`src/design/mbrm_pkg.sv`:
```
// mbrm_pkg: widths, codes and the result word type for the modbus register map
// with change detection; used by the interfaces and every module but mbrm_ram, no dependencies
package mbrm_pkg;

  localparam int ADDR_W    = 16;
  localparam int DATA_W    = 16;
  localparam int CNT_W     = 5;
  localparam int OP_W      = 3;
  localparam int AREA_W    = 2;
  localparam int CFG_IDX_W = 3;
  localparam int NUM_AREAS = 4;

  localparam logic [OP_W-1:0] OP_WRITE_BIT  = 3'd0;
  localparam logic [OP_W-1:0] OP_WRITE_WORD = 3'd1;
  localparam logic [OP_W-1:0] OP_READ       = 3'd2;
  localparam logic [OP_W-1:0] OP_TAKE       = 3'd3;
  localparam logic [OP_W-1:0] OP_RESET_BASE = 3'd4;
  localparam logic [OP_W-1:0] OP_ADOPT      = 3'd5;

  localparam logic [AREA_W-1:0] AREA_COILS    = 2'd0;
  localparam logic [AREA_W-1:0] AREA_DISCRETE = 2'd1;
  localparam logic [AREA_W-1:0] AREA_HOLDING  = 2'd2;
  localparam logic [AREA_W-1:0] AREA_INPUT    = 2'd3;

  localparam logic [CFG_IDX_W-1:0] REG_COIL_START      = 3'd0;
  localparam logic [CFG_IDX_W-1:0] REG_COIL_COUNT      = 3'd1;
  localparam logic [CFG_IDX_W-1:0] REG_DISCRETE_START  = 3'd2;
  localparam logic [CFG_IDX_W-1:0] REG_DISCRETE_COUNT  = 3'd3;
  localparam logic [CFG_IDX_W-1:0] REG_HOLDING_START   = 3'd4;
  localparam logic [CFG_IDX_W-1:0] REG_HOLDING_COUNT   = 3'd5;
  localparam logic [CFG_IDX_W-1:0] REG_INPUT_REG_START = 3'd6;
  localparam logic [CFG_IDX_W-1:0] REG_INPUT_REG_COUNT = 3'd7;

  typedef struct packed {
    logic              ok;
    logic [AREA_W-1:0] area;
    logic [ADDR_W-1:0] address;
    logic [DATA_W-1:0] value;
    logic              last;
  } res_t;

  function automatic logic is_bit_area(input logic [AREA_W-1:0] a);
    return (a == AREA_COILS) || (a == AREA_DISCRETE);
  endfunction

endpackage

```
`src/design/mbrm_item_if.sv`:
```
// mbrm_item_if: request channel carrying one operation word
// depends on mbrm_pkg for field widths
interface mbrm_item_if;
  logic                         valid;
  logic                         ready;
  logic [mbrm_pkg::OP_W-1:0]    opcode;
  logic [mbrm_pkg::AREA_W-1:0]  area;
  logic [mbrm_pkg::ADDR_W-1:0]  address;
  logic [mbrm_pkg::DATA_W-1:0]  value;

  modport source(output valid, opcode, area, address, value, input ready);
  modport sink(input valid, opcode, area, address, value, output ready);
endinterface

```
`src/design/mbrm_result_if.sv`:
```
// mbrm_result_if: result channel, one result word per handshake
// depends on mbrm_pkg for field widths
interface mbrm_result_if;
  logic                         valid;
  logic                         ready;
  logic                         ok;
  logic [mbrm_pkg::AREA_W-1:0]  out_area;
  logic [mbrm_pkg::ADDR_W-1:0]  out_address;
  logic [mbrm_pkg::DATA_W-1:0]  out_value;
  logic                         last;

  modport source(output valid, ok, out_area, out_address, out_value, last, input ready);
  modport sink(input valid, ok, out_area, out_address, out_value, last, output ready);
endinterface

```
`src/design/mbrm_cfg_if.sv`:
```
// mbrm_cfg_if: configuration write channel, register index and write data
// depends on mbrm_pkg for field widths
interface mbrm_cfg_if;
  logic                            valid;
  logic                            ready;
  logic [mbrm_pkg::CFG_IDX_W-1:0]  index;
  logic [mbrm_pkg::DATA_W-1:0]     data;

  modport source(output valid, index, data, input ready);
  modport sink(input valid, index, data, output ready);
endinterface

```
`src/design/modbus_register_map_change_detect.sv`:
```
// modbus_register_map_change_detect: top level of the modbus register map with
// change detection; depends on mbrm_pkg, the three channel interfaces,
// mbrm_core and mbrm_out_reg
//
//   channel  dir   word
//   item     in    opcode, area, address, value
//   result   out   ok, out_area, out_address, out_value, last
//   cfg      in    index, data (register write)
//
// write, read, reset baseline and unused ops: one result each from the emit or
//   read data state; a read is bound by the value ram and its registered read
// take changes and adopt: sweep of 4 * AREA_DEPTH slots, one slot per ram read
// reset is synchronous; stores read as zero through valid bits, no clearing pass
// the output register lets a result wait while the next word is taken; a full
//   output register stalls the scan only when a further change must go out
module modbus_register_map_change_detect #(
  parameter int AREA_DEPTH = 16
) (
  input  logic          clk,
  input  logic          rst,
  mbrm_item_if.sink     item,
  mbrm_result_if.source result,
  mbrm_cfg_if.sink      cfg
);

  logic           res_valid;
  logic           res_ready;
  mbrm_pkg::res_t res;

  mbrm_core #(.AREA_DEPTH(AREA_DEPTH)) u_core (
    .clk       (clk),
    .rst       (rst),
    .item      (item),
    .cfg       (cfg),
    .res_valid (res_valid),
    .res       (res),
    .res_ready (res_ready)
  );

  mbrm_out_reg u_out_reg (
    .clk      (clk),
    .rst      (rst),
    .in_valid (res_valid),
    .in_ready (res_ready),
    .in_data  (res),
    .result   (result)
  );

endmodule

```
`src/design/mbrm_ram.sv`:
```
// mbrm_ram: generic single-write, single-read ram with registered read data
// no dependencies
module mbrm_ram #(
  parameter int WIDTH = 16,
  parameter int DEPTH = 64,
  localparam int AW = (DEPTH > 1) ? $clog2(DEPTH) : 1
) (
  input  logic             clk,
  input  logic             we,
  input  logic [AW-1:0]    waddr,
  input  logic [WIDTH-1:0] wdata,
  input  logic             re,
  input  logic [AW-1:0]    raddr,
  output logic [WIDTH-1:0] rdata
);

  logic [WIDTH-1:0] mem [DEPTH];

  always_ff @(posedge clk) begin
    if (we) begin
      mem[waddr] <= wdata;
    end
    if (re) begin
      rdata <= mem[raddr];
    end
  end

endmodule

```
`src/design/mbrm_out_reg.sv`:
```
// mbrm_out_reg: output register between the core and the result channel
// depends on mbrm_pkg (res_t) and mbrm_result_if
module mbrm_out_reg (
  input  logic                 clk,
  input  logic                 rst,
  input  logic                 in_valid,
  output logic                 in_ready,
  input  mbrm_pkg::res_t       in_data,
  mbrm_result_if.source        result
);

  logic           valid;
  mbrm_pkg::res_t data;

  assign in_ready = !valid || result.ready;

  always_ff @(posedge clk) begin
    if (rst) begin
      valid <= 1'b0;
    end else if (in_ready) begin
      valid <= in_valid;
    end
  end

  always_ff @(posedge clk) begin
    if (in_valid && in_ready) begin
      data <= in_data;
    end
  end

  assign result.valid       = valid;
  assign result.ok          = data.ok;
  assign result.out_area    = data.area;
  assign result.out_address = data.address;
  assign result.out_value   = data.value;
  assign result.last        = data.last;

endmodule

```
`src/design/mbrm_core.sv`:
```
// mbrm_core: area configuration, value and shadow rams, valid bits and the
// sequencer for access, change scan and adopt; depends on mbrm_pkg, mbrm_ram, mbrm_item_if and mbrm_cfg_if
module mbrm_core #(
  parameter int AREA_DEPTH = 16
) (
  input  logic           clk,
  input  logic           rst,
  mbrm_item_if.sink      item,
  mbrm_cfg_if.sink       cfg,
  output logic           res_valid,
  output mbrm_pkg::res_t res,
  input  logic           res_ready
);

  localparam int NUM_SLOTS = mbrm_pkg::NUM_AREAS * AREA_DEPTH;
  localparam int SLOT_W    = $clog2(NUM_SLOTS);
  localparam int OFF_W     = (AREA_DEPTH > 1) ? $clog2(AREA_DEPTH) : 1;
  localparam int CNT_W     = mbrm_pkg::CNT_W;
  localparam int ADDR_W    = mbrm_pkg::ADDR_W;
  localparam int DATA_W    = mbrm_pkg::DATA_W;
  localparam int AREA_W    = mbrm_pkg::AREA_W;
  localparam logic [OFF_W-1:0]  OFF_LAST  = OFF_W'(AREA_DEPTH - 1);
  localparam logic [CNT_W-1:0]  DEPTH_CNT = CNT_W'(AREA_DEPTH);
  localparam logic [AREA_W-1:0] AREA_LAST = mbrm_pkg::AREA_INPUT;

  typedef enum logic [5:0] {
    S_IDLE  = 6'b000001,
    S_RD    = 6'b000010,
    S_EMIT  = 6'b000100,
    S_SW_RD = 6'b001000,
    S_SW_EV = 6'b010000,
    S_FIN   = 6'b100000
  } state_t;

  state_t state;

  logic [ADDR_W-1:0] start [mbrm_pkg::NUM_AREAS];
  logic [CNT_W-1:0]  count [mbrm_pkg::NUM_AREAS];
  logic [CNT_W-1:0]  eff   [mbrm_pkg::NUM_AREAS];

  logic [NUM_SLOTS-1:0]           vval;
  logic [NUM_SLOTS-1:0]           svalid;
  logic [mbrm_pkg::NUM_AREAS-1:0] baseline;

  logic [mbrm_pkg::OP_W-1:0] cur_op;
  logic [AREA_W-1:0]         cur_area;
  logic [ADDR_W-1:0]         cur_addr;
  logic                      hit;
  logic [SLOT_W-1:0]         slot_q;
  mbrm_pkg::res_t            rres;

  logic [AREA_W-1:0] sw_area;
  logic [OFF_W-1:0]  sw_off;
  logic              pend_valid;
  logic [AREA_W-1:0] pend_area;
  logic [ADDR_W-1:0] pend_addr;
  logic [DATA_W-1:0] pend_value;

  logic              item_fire;
  logic [ADDR_W:0]   in_diff;
  logic              in_hit;
  logic [OFF_W-1:0]  in_off;
  logic [SLOT_W-1:0] in_slot;
  logic              in_write;
  logic              kind_ok;
  logic [DATA_W-1:0] in_wdata;

  logic [SLOT_W-1:0] sw_slot;
  logic [ADDR_W:0]   sw_sum;
  logic              sw_exists;
  logic [DATA_W-1:0] sw_cur;
  logic              sw_differ;
  logic              sw_last;
  logic              emit_now;
  logic              advance;

  logic              val_we, val_re, sh_we, sh_re;
  logic [SLOT_W-1:0] val_raddr;
  logic [DATA_W-1:0] val_rdata, sh_rdata;

  always_comb begin
    for (int a = 0; a < mbrm_pkg::NUM_AREAS; a++) begin
      eff[a] = (count[a] > DEPTH_CNT) ? DEPTH_CNT : count[a];
    end
  end

  // request decode
  assign item.ready = (state == S_IDLE);
  assign cfg.ready  = 1'b1;
  assign item_fire  = item.valid && item.ready;

  assign in_diff  = {1'b0, item.address} - {1'b0, start[item.area]};
  assign in_hit   = !in_diff[ADDR_W] && (in_diff[ADDR_W-1:0] < ADDR_W'(eff[item.area]));
  assign in_off   = in_diff[OFF_W-1:0];
  assign in_slot  = SLOT_W'(int'(item.area) * AREA_DEPTH + int'(in_off));
  assign in_write = (item.opcode == mbrm_pkg::OP_WRITE_BIT) ||
                    (item.opcode == mbrm_pkg::OP_WRITE_WORD);
  assign kind_ok  = (item.opcode == mbrm_pkg::OP_WRITE_BIT) ==
                    mbrm_pkg::is_bit_area(item.area);
  assign in_wdata = (item.opcode == mbrm_pkg::OP_WRITE_BIT) ?
                    {{(DATA_W-1){1'b0}}, (item.value != '0)} : item.value;

  // sweep over all slots
  assign sw_slot   = SLOT_W'(int'(sw_area) * AREA_DEPTH + int'(sw_off));
  assign sw_sum    = {1'b0, start[sw_area]} + (ADDR_W+1)'(sw_off);
  assign sw_exists = (CNT_W'(sw_off) < eff[sw_area]) && !sw_sum[ADDR_W];
  assign sw_cur    = vval[sw_slot] ? val_rdata : '0;
  assign sw_differ = !svalid[sw_slot] || (sh_rdata != sw_cur);
  assign sw_last   = (sw_area == AREA_LAST) && (sw_off == OFF_LAST);
  assign emit_now  = (cur_op == mbrm_pkg::OP_TAKE) && sw_exists && sw_differ &&
                     baseline[sw_area];
  assign advance   = !(emit_now && pend_valid && !res_ready);

  assign val_we    = item_fire && in_write && in_hit && kind_ok;
  assign val_re    = (item_fire && (item.opcode == mbrm_pkg::OP_READ)) || (state == S_SW_RD);
  assign val_raddr = (state == S_IDLE) ? in_slot : sw_slot;
  assign sh_re     = (state == S_SW_RD);
  assign sh_we     = (state == S_SW_EV) && advance && sw_exists &&
                     ((cur_op == mbrm_pkg::OP_ADOPT) || sw_differ);

  mbrm_ram #(.WIDTH(DATA_W), .DEPTH(NUM_SLOTS)) u_value_ram (
    .clk   (clk),
    .we    (val_we),
    .waddr (in_slot),
    .wdata (in_wdata),
    .re    (val_re),
    .raddr (val_raddr),
    .rdata (val_rdata)
  );

  mbrm_ram #(.WIDTH(DATA_W), .DEPTH(NUM_SLOTS)) u_shadow_ram (
    .clk   (clk),
    .we    (sh_we),
    .waddr (sw_slot),
    .wdata (sw_cur),
    .re    (sh_re),
    .raddr (sw_slot),
    .rdata (sh_rdata)
  );

  // result word towards the output register
  always_comb begin
    res_valid = 1'b0;
    res       = '0;
    unique case (state)
      S_EMIT: begin
        res_valid = 1'b1;
        res       = rres;
      end
      S_RD: begin
        res_valid   = 1'b1;
        res.ok      = hit;
        res.area    = cur_area;
        res.address = cur_addr;
        res.value   = (hit && vval[slot_q]) ? val_rdata : '0;
        res.last    = 1'b1;
      end
      S_SW_EV: begin
        res_valid   = emit_now && pend_valid;
        res.ok      = 1'b1;
        res.area    = pend_area;
        res.address = pend_addr;
        res.value   = pend_value;
      end
      S_FIN: begin
        res_valid = 1'b1;
        res.last  = 1'b1;
        if (cur_op == mbrm_pkg::OP_TAKE) begin
          res.ok = pend_valid;
          if (pend_valid) begin
            res.area    = pend_area;
            res.address = pend_addr;
            res.value   = pend_value;
          end
        end else begin
          res.ok = 1'b1;
        end
      end
      default: begin
        res_valid = 1'b0;
      end
    endcase
  end

  always_ff @(posedge clk) begin
    if (rst) begin
      state      <= S_IDLE;
      pend_valid <= 1'b0;
      vval       <= '0;
      svalid     <= '0;
      baseline   <= '0;
      for (int a = 0; a < mbrm_pkg::NUM_AREAS; a++) begin
        start[a] <= '0;
        count[a] <= '0;
      end
    end else begin
      if (cfg.valid && cfg.ready) begin
        unique case (cfg.index)
          mbrm_pkg::REG_COIL_START:      start[mbrm_pkg::AREA_COILS]    <= cfg.data;
          mbrm_pkg::REG_COIL_COUNT:      count[mbrm_pkg::AREA_COILS]    <= cfg.data[CNT_W-1:0];
          mbrm_pkg::REG_DISCRETE_START:  start[mbrm_pkg::AREA_DISCRETE] <= cfg.data;
          mbrm_pkg::REG_DISCRETE_COUNT:  count[mbrm_pkg::AREA_DISCRETE] <= cfg.data[CNT_W-1:0];
          mbrm_pkg::REG_HOLDING_START:   start[mbrm_pkg::AREA_HOLDING]  <= cfg.data;
          mbrm_pkg::REG_HOLDING_COUNT:   count[mbrm_pkg::AREA_HOLDING]  <= cfg.data[CNT_W-1:0];
          mbrm_pkg::REG_INPUT_REG_START: start[mbrm_pkg::AREA_INPUT]    <= cfg.data;
          mbrm_pkg::REG_INPUT_REG_COUNT: count[mbrm_pkg::AREA_INPUT]    <= cfg.data[CNT_W-1:0];
          default: ;
        endcase
        vval     <= '0;
        svalid   <= '0;
        baseline <= '0;
      end

      unique case (state)
        S_IDLE: begin
          if (item_fire) begin
            cur_op     <= item.opcode;
            cur_area   <= item.area;
            cur_addr   <= item.address;
            hit        <= in_hit;
            slot_q     <= in_slot;
            sw_area    <= '0;
            sw_off     <= '0;
            pend_valid <= 1'b0;
            unique case (item.opcode)
              mbrm_pkg::OP_WRITE_BIT, mbrm_pkg::OP_WRITE_WORD: begin
                rres <= '{ok: in_hit && kind_ok, area: item.area, address: item.address,
                          value: '0, last: 1'b1};
                if (val_we) begin
                  vval[in_slot] <= 1'b1;
                end
                state <= S_EMIT;
              end
              mbrm_pkg::OP_READ: begin
                state <= S_RD;
              end
              mbrm_pkg::OP_TAKE, mbrm_pkg::OP_ADOPT: begin
                state <= S_SW_RD;
              end
              mbrm_pkg::OP_RESET_BASE: begin
                svalid   <= '0;
                baseline <= '0;
                rres     <= '{ok: 1'b1, area: '0, address: '0, value: '0, last: 1'b1};
                state    <= S_EMIT;
              end
              default: begin
                rres  <= '{ok: 1'b0, area: '0, address: '0, value: '0, last: 1'b1};
                state <= S_EMIT;
              end
            endcase
          end
        end
        S_RD, S_EMIT: begin
          if (res_ready) begin
            state <= S_IDLE;
          end
        end
        S_SW_RD: begin
          state <= S_SW_EV;
        end
        S_SW_EV: begin
          if (advance) begin
            if (cur_op == mbrm_pkg::OP_ADOPT) begin
              svalid[sw_slot] <= sw_exists;
            end else if (!sw_exists) begin
              svalid[sw_slot] <= 1'b0;
            end else if (sw_differ) begin
              svalid[sw_slot] <= 1'b1;
              if (baseline[sw_area]) begin
                pend_valid <= 1'b1;
                pend_area  <= sw_area;
                pend_addr  <= sw_sum[ADDR_W-1:0];
                pend_value <= sw_cur;
              end
            end
            if (sw_last) begin
              state <= S_FIN;
            end else begin
              if (sw_off == OFF_LAST) begin
                sw_off  <= '0;
                sw_area <= sw_area + 1'b1;
              end else begin
                sw_off <= sw_off + 1'b1;
              end
              state <= S_SW_RD;
            end
          end
        end
        S_FIN: begin
          if (res_ready) begin
            baseline   <= '1;
            pend_valid <= 1'b0;
            state      <= S_IDLE;
          end
        end
        default: begin
          state <= S_IDLE;
        end
      endcase
    end
  end

`ifndef ASSERT_OFF
  a_read_goes_to_rd: assert property (@(posedge clk) disable iff (rst)
    (item_fire && (item.opcode == mbrm_pkg::OP_READ)) |=> (state == S_RD))
    else $error("read request did not move to read data state");

  a_scan_words_ok: assert property (@(posedge clk) disable iff (rst)
    (state == S_SW_EV && res_valid) |-> (res.ok && !res.last && pend_valid))
    else $error("scan emitted a word that is not a pending change");

  a_pend_in_sweep: assert property (@(posedge clk) disable iff (rst)
    pend_valid |-> (state == S_SW_RD || state == S_SW_EV || state == S_FIN))
    else $error("pending change held outside a sweep");

  a_baseline_after_sweep: assert property (@(posedge clk) disable iff (rst)
    (state == S_FIN && res_ready) |=> (baseline == '1))
    else $error("baselines not set after scan or adopt");
`endif

endmodule
```
`src/flat_wrapper.sv`:
```
// flat-port wrapper written by rule: the top's interface ports become plain ports
module modbus_register_map_change_detect_flat 
#(
  parameter int AREA_DEPTH = 16
)
  (clk, rst, item_valid, item_opcode, item_area, item_address, item_value, item_ready, result_valid, result_ok, result_out_area, result_out_address, result_out_value, result_last, result_ready, cfg_valid, cfg_index, cfg_data, cfg_ready);
  mbrm_item_if item_i ();
  mbrm_result_if result_i ();
  mbrm_cfg_if cfg_i ();
  input  logic clk;
  input  logic rst;
  input wire logic [$bits(item_i.valid)-1:0] item_valid;
  input wire logic [$bits(item_i.opcode)-1:0] item_opcode;
  input wire logic [$bits(item_i.area)-1:0] item_area;
  input wire logic [$bits(item_i.address)-1:0] item_address;
  input wire logic [$bits(item_i.value)-1:0] item_value;
  output wire logic [$bits(item_i.ready)-1:0] item_ready;
  output wire logic [$bits(result_i.valid)-1:0] result_valid;
  output wire logic [$bits(result_i.ok)-1:0] result_ok;
  output wire logic [$bits(result_i.out_area)-1:0] result_out_area;
  output wire logic [$bits(result_i.out_address)-1:0] result_out_address;
  output wire logic [$bits(result_i.out_value)-1:0] result_out_value;
  output wire logic [$bits(result_i.last)-1:0] result_last;
  input wire logic [$bits(result_i.ready)-1:0] result_ready;
  input wire logic [$bits(cfg_i.valid)-1:0] cfg_valid;
  input wire logic [$bits(cfg_i.index)-1:0] cfg_index;
  input wire logic [$bits(cfg_i.data)-1:0] cfg_data;
  output wire logic [$bits(cfg_i.ready)-1:0] cfg_ready;
  assign item_i.valid = item_valid;
  assign item_i.opcode = item_opcode;
  assign item_i.area = item_area;
  assign item_i.address = item_address;
  assign item_i.value = item_value;
  assign item_ready = item_i.ready;
  assign result_valid = result_i.valid;
  assign result_ok = result_i.ok;
  assign result_out_area = result_i.out_area;
  assign result_out_address = result_i.out_address;
  assign result_out_value = result_i.out_value;
  assign result_last = result_i.last;
  assign result_i.ready = result_ready;
  assign cfg_i.valid = cfg_valid;
  assign cfg_i.index = cfg_index;
  assign cfg_i.data = cfg_data;
  assign cfg_ready = cfg_i.ready;
  modbus_register_map_change_detect #(.AREA_DEPTH(AREA_DEPTH)) u_core (.clk(clk), .rst(rst), .item(item_i), .result(result_i), .cfg(cfg_i));
endmodule
```
`config.mk`:
```
export PLATFORM = sky130hd
export DESIGN_NAME = modbus_register_map_change_detect_flat
export DESIGN_NICKNAME = d
export VERILOG_FILES = /design/src/design/mbrm_pkg.sv /design/src/design/mbrm_item_if.sv /design/src/design/mbrm_result_if.sv /design/src/design/mbrm_cfg_if.sv /design/src/design/modbus_register_map_change_detect.sv /design/src/design/mbrm_ram.sv /design/src/design/mbrm_out_reg.sv /design/src/design/mbrm_core.sv /design/src/flat_wrapper.sv
export SDC_FILE = /design/constraint.sdc
export NUM_CORES = 2
export LEC_CHECK = 0
export ABC_AREA = 1
export BUFFER_PORTS_ARGS = -buffer_cell sky130_fd_sc_hd__buf_2
export CORE_MARGIN = 10
export CORE_UTILIZATION = 45
export CTS_CLUSTER_SIZE = 28
export DETAILED_ROUTE_END_ITERATION = 10
export GPL_TIMING_DRIVEN = 0
export PLACE_DENSITY_LB_ADDON = 0.08
export SLEW_MARGIN = 20
export SYNTH_ARGS = -nofsm -noshare
export SYNTH_HDL_FRONTEND = slang
export SYNTH_SLANG_ARGS = --single-unit
```
`constraint.sdc`:
```
create_clock -name clk -period 6.75 [get_ports clk]
set_input_delay 0.675 -clock clk [delete_from_list [all_inputs] [get_ports clk]]
set_output_delay 0.675 -clock clk [all_outputs]
set_load 0.03 [all_outputs]
```
==> qor.txt <==
outcome = finished clean
post-synthesis cell count = 8309
drt first pass iters = 8
Max Slew Vio Count = 0
post-synthesis async set-or-reset flop share = 0%
Starting Density = 45.25%
fin crit share = 97.55%
vias in the first global route = 71490
CP delay by family, top = buffers and inverters
Die Y = 493.0 um
commonest non-fill, non-tap cells in the layout = 2285 x edfxtp_1, 1113 x nor2_1, 986 x nand2_1
Rel. slew slack = 11.73%
Crit-path slowest cell = edfxtp_1
Worst Path Max Fanout = 16
crit end category = register
TritonCTS clock tree = built
final wirelength = 413.6 mm
Buf+Inv Stages, Crit Path = 6
first-pass GRT wire length = 565.9 mm
GRT Total Usage = 32.80%
global route overflow = 0
port bufs = 96
pin count of the biggest net entering global routing = 67
DRT iter0 DRCs = 11640
Unique masters post-synth = 64
YS warnings = 0
post-layout net count = 8969
Seq/Total Area, Yosys = 70.97%
Min-Delay Path Class = primary input to register
average size of a mapped cell = 12.12 sq um
Fin. Hold Viols = 0
Seq cells post-synth = 2427
DPL Wire Length = 280.9 mm
Worst path max stage delay = 0.81 ns
Synth Flop Type = edfxtp_1
Worst-Skew Late Latency = 0.94 ns
commonest non-fill, non-tap cell in the layout = edfxtp_1
Worst Skew = 0.06248 ns
vias per inst = 6.324
WS Path Type = register to register
CP arrival = 7.10 ns
Routability Congestion = 0.9865
maximum clock frequency = 151.9 MHz
crit path time final = 6.585 ns
wire per inst = 34.32 um
vias after detailed routing = 76200
CTS Sinks = 2427
Reg clk slew, reported paths = 0.06 ns
Mapped Area = 100700 sq um
ANT nets after route = 0
syn_nets = 8405
Lkg Pwr = 39.06 nW
Final Setup Violations = 0
PwrDens = 359.1 nW/um^2
Chip Width = 493.0 um
initial antenna violation count = 18
CP cell instances = clkbuf_2 > clkbuf_1 > clkdlybuf4s15_1 > a21oi_1 > a21oi_1 > ha_1 > a21oi_1 > a21boi_0 > o21ai_1 > and2_1 > buf_2 > inv_1 > nor2_2 > nand2_4 > buf_2 > nor2_4
total die area = 243100 sq um
Ports = 100
Root Buffer = clkbuf_16
Tot Pwr = 42.44 mW
Max IR drop VDD = 0.2783 mV
required time of the critical path = 7.26 ns
Core Box Area = 222500 sq um
Cell Rows = 173
drt drc = 0
CTS Buf Count = 277
area grow syn2layout = 17.41%
setup TNS = 0 ns
htree depth = 5
Max Cap Viol = 0
Hold WS = 0.03830 ns
count of flip-flops with a built-in enable after synthesis = 2285
Max Root-Sink Buffers = 4
Worst Max-Slew Pin Slew = 1.324 ns
CP most frequent cell = a21oi_1
layout cells sized above 1 = 10.65%
Critical Path Source Type = register
==> cells by family (layout without fill, tap and decap cells) <==
family / Yosys count / count (layout) / share of synthesized area [%]
DFF: 2427 / 2427 / 70.97
buffers and inverters: 982 / 1734 / 3.798
other: 1 / 15 / 0.003725
AOI/OAI and AO/OA: 2030 / 2030 / 12.80
adders and majority gates: 35 / 35 / 0.4499
and+or+nand+nor: 2808 / 2808 / 11.75
xor gates and xnor gates: 26 / 26 / 0.2262
==> path summary, 6_finish.rpt <==
check,from,endpoint,slack (ns),cells after the start
max,u_core.u_core.sw_area[0],u_core.u_core.u_shadow_ram.mem[56][9],0.17,16
min,item_address[4],u_core.u_core.cur_addr[4],0.04,1
max reg2reg,u_core.u_core.sw_area[0],u_core.u_core.u_shadow_ram.mem[56][9],0.17,16
min reg2reg,u_core.u_core.baseline[2],u_core.u_core.baseline[2],0.48,2
==> metal layers <==
layer	part of all wire, %	track usage [%]	vias up
met1	38	43.58	38200
li1	-	-	31920
met3	10	6.478	1095
met2	44	49.92	4981
met5	0.0085	0	-
met4	7.2	19.79	6
==> cells in the mapped netlist (53+ instances only) <==
master | count | share of area (%)
a21oi_1 | 268 | 1.3
a221oi_1 | 149 | 1.3
a22o_1 | 118 | 1.0
a22oi_1 | 99 | 0.74
buf_1 | 56 | 0.21
clkbuf_1 | 442 | 1.6
dfxtp_1 | 142 | 2.8
edfxtp_1 | 2285 | 68
inv_1 | 413 | 1.5
nand2_1 | 986 | 3.7
nand3_1 | 241 | 1.2
nand4_1 | 255 | 1.6
nor2_1 | 1237 | 4.6
o211ai_1 | 183 | 1.4
o21ai_0 | 770 | 3.8
o21bai_1 | 53 | 0.40
o221ai_1 | 131 | 1.1
o22ai_1 | 142 | 0.88
==> sequential cells by signal (all words and copies together), names as in the netlist, 3 cells and up, named ones only <==
| register | flops |
|---|---|
| u_core.u_core.cur_addr | 16 |
| u_core.u_core.sw_off | 4 |
| u_core.u_core.u_value_ram.mem | 1024 |
| u_core.u_core.u_shadow_ram.rdata | 16 |
| u_core.u_core.svalid | 64 |
| u_core.u_out_reg.result.out_address | 16 |
| u_core.u_core.state | 6 |
| u_core.u_core.u_shadow_ram.mem | 1024 |
| u_core.u_out_reg.result.out_value | 16 |
| u_core.u_core.pend_value | 16 |
| u_core.u_core.slot_q | 4 |
| u_core.u_core.count | 20 |
| u_core.u_core.cur_op | 3 |
| u_core.u_core.baseline | 4 |
| u_core.u_core.u_value_ram.rdata | 16 |
| u_core.u_core.rres | 19 |
| u_core.u_core.pend_addr | 16 |
| u_core.u_core.vval | 64 |
| u_core.u_core.start | 64 |
==> per-stage QoR <==
stage / area [sq um] / util, % / setup WS [ns] / std cells
floorplan: 100700 / - / 1.160 / 8309
global placement: 104900 / 47.14 / -3.183 / 11380
detailed placement: 109400 / 49.18 / -1.412 / 11540
CTS: 117900 / 52.99 / 0.01319 / 12030
global route: 118200 / 53.11 / -0.007385 / 12040
finish: 118200 / 53.12 / 0.1655 / 12050
==> cell type report <==
type                            count  area (sq um)
Clock inverter                    110         884.6
Clock buffer                      357          7432
Buffer                            551          2311
Multi-Input combinational cell   4900         26540
Fill cell                       19220        104300
Antenna cell                       14         35.03
Inverter                          431          1658
Tap cell                         2975          3722
Timing Repair Buffer              285          4168
Sequential cell                  2427         71460
==> worst register-to-register path, delay by kind of cell (launching register included) <==
| kind | cells | cell delay, ns |
|---|---|---|
| AOI/OAI and AO/OA | 5 | 0.75 |
| DFF | 1 | 0.81 |
| adders and majority gates | 1 | 0.29 |
| and+or+nand+nor | 4 | 1.55 |
| buffers and inverters | 6 | 2.75 |
==> report_power, final <==
| part | leakage, nW | internal (mW) | total (mW) | switching (mW) |
|---|---|---|---|---|
| Combinational | 13.0 | 2.40 | 11.0 | 8.63 |
| Clock | 4.05 | 8.24 | 14.3 | 6.08 |
| Sequential | 22.0 | 17.0 | 17.1 | 0.102 |
==> timing repair <==
item | CTS | global route
buffers inserted | 0 | 10
resized for setup | 6 | 22
endpoints found under the hold margin | 15 | 0
setup endpoints to repair | 920 | 699
pin swaps | 0 | 6
cloned | 0 | 0
hold buffers | 15 | 0
No activity file was read; power rests on OpenSTA's default activity.
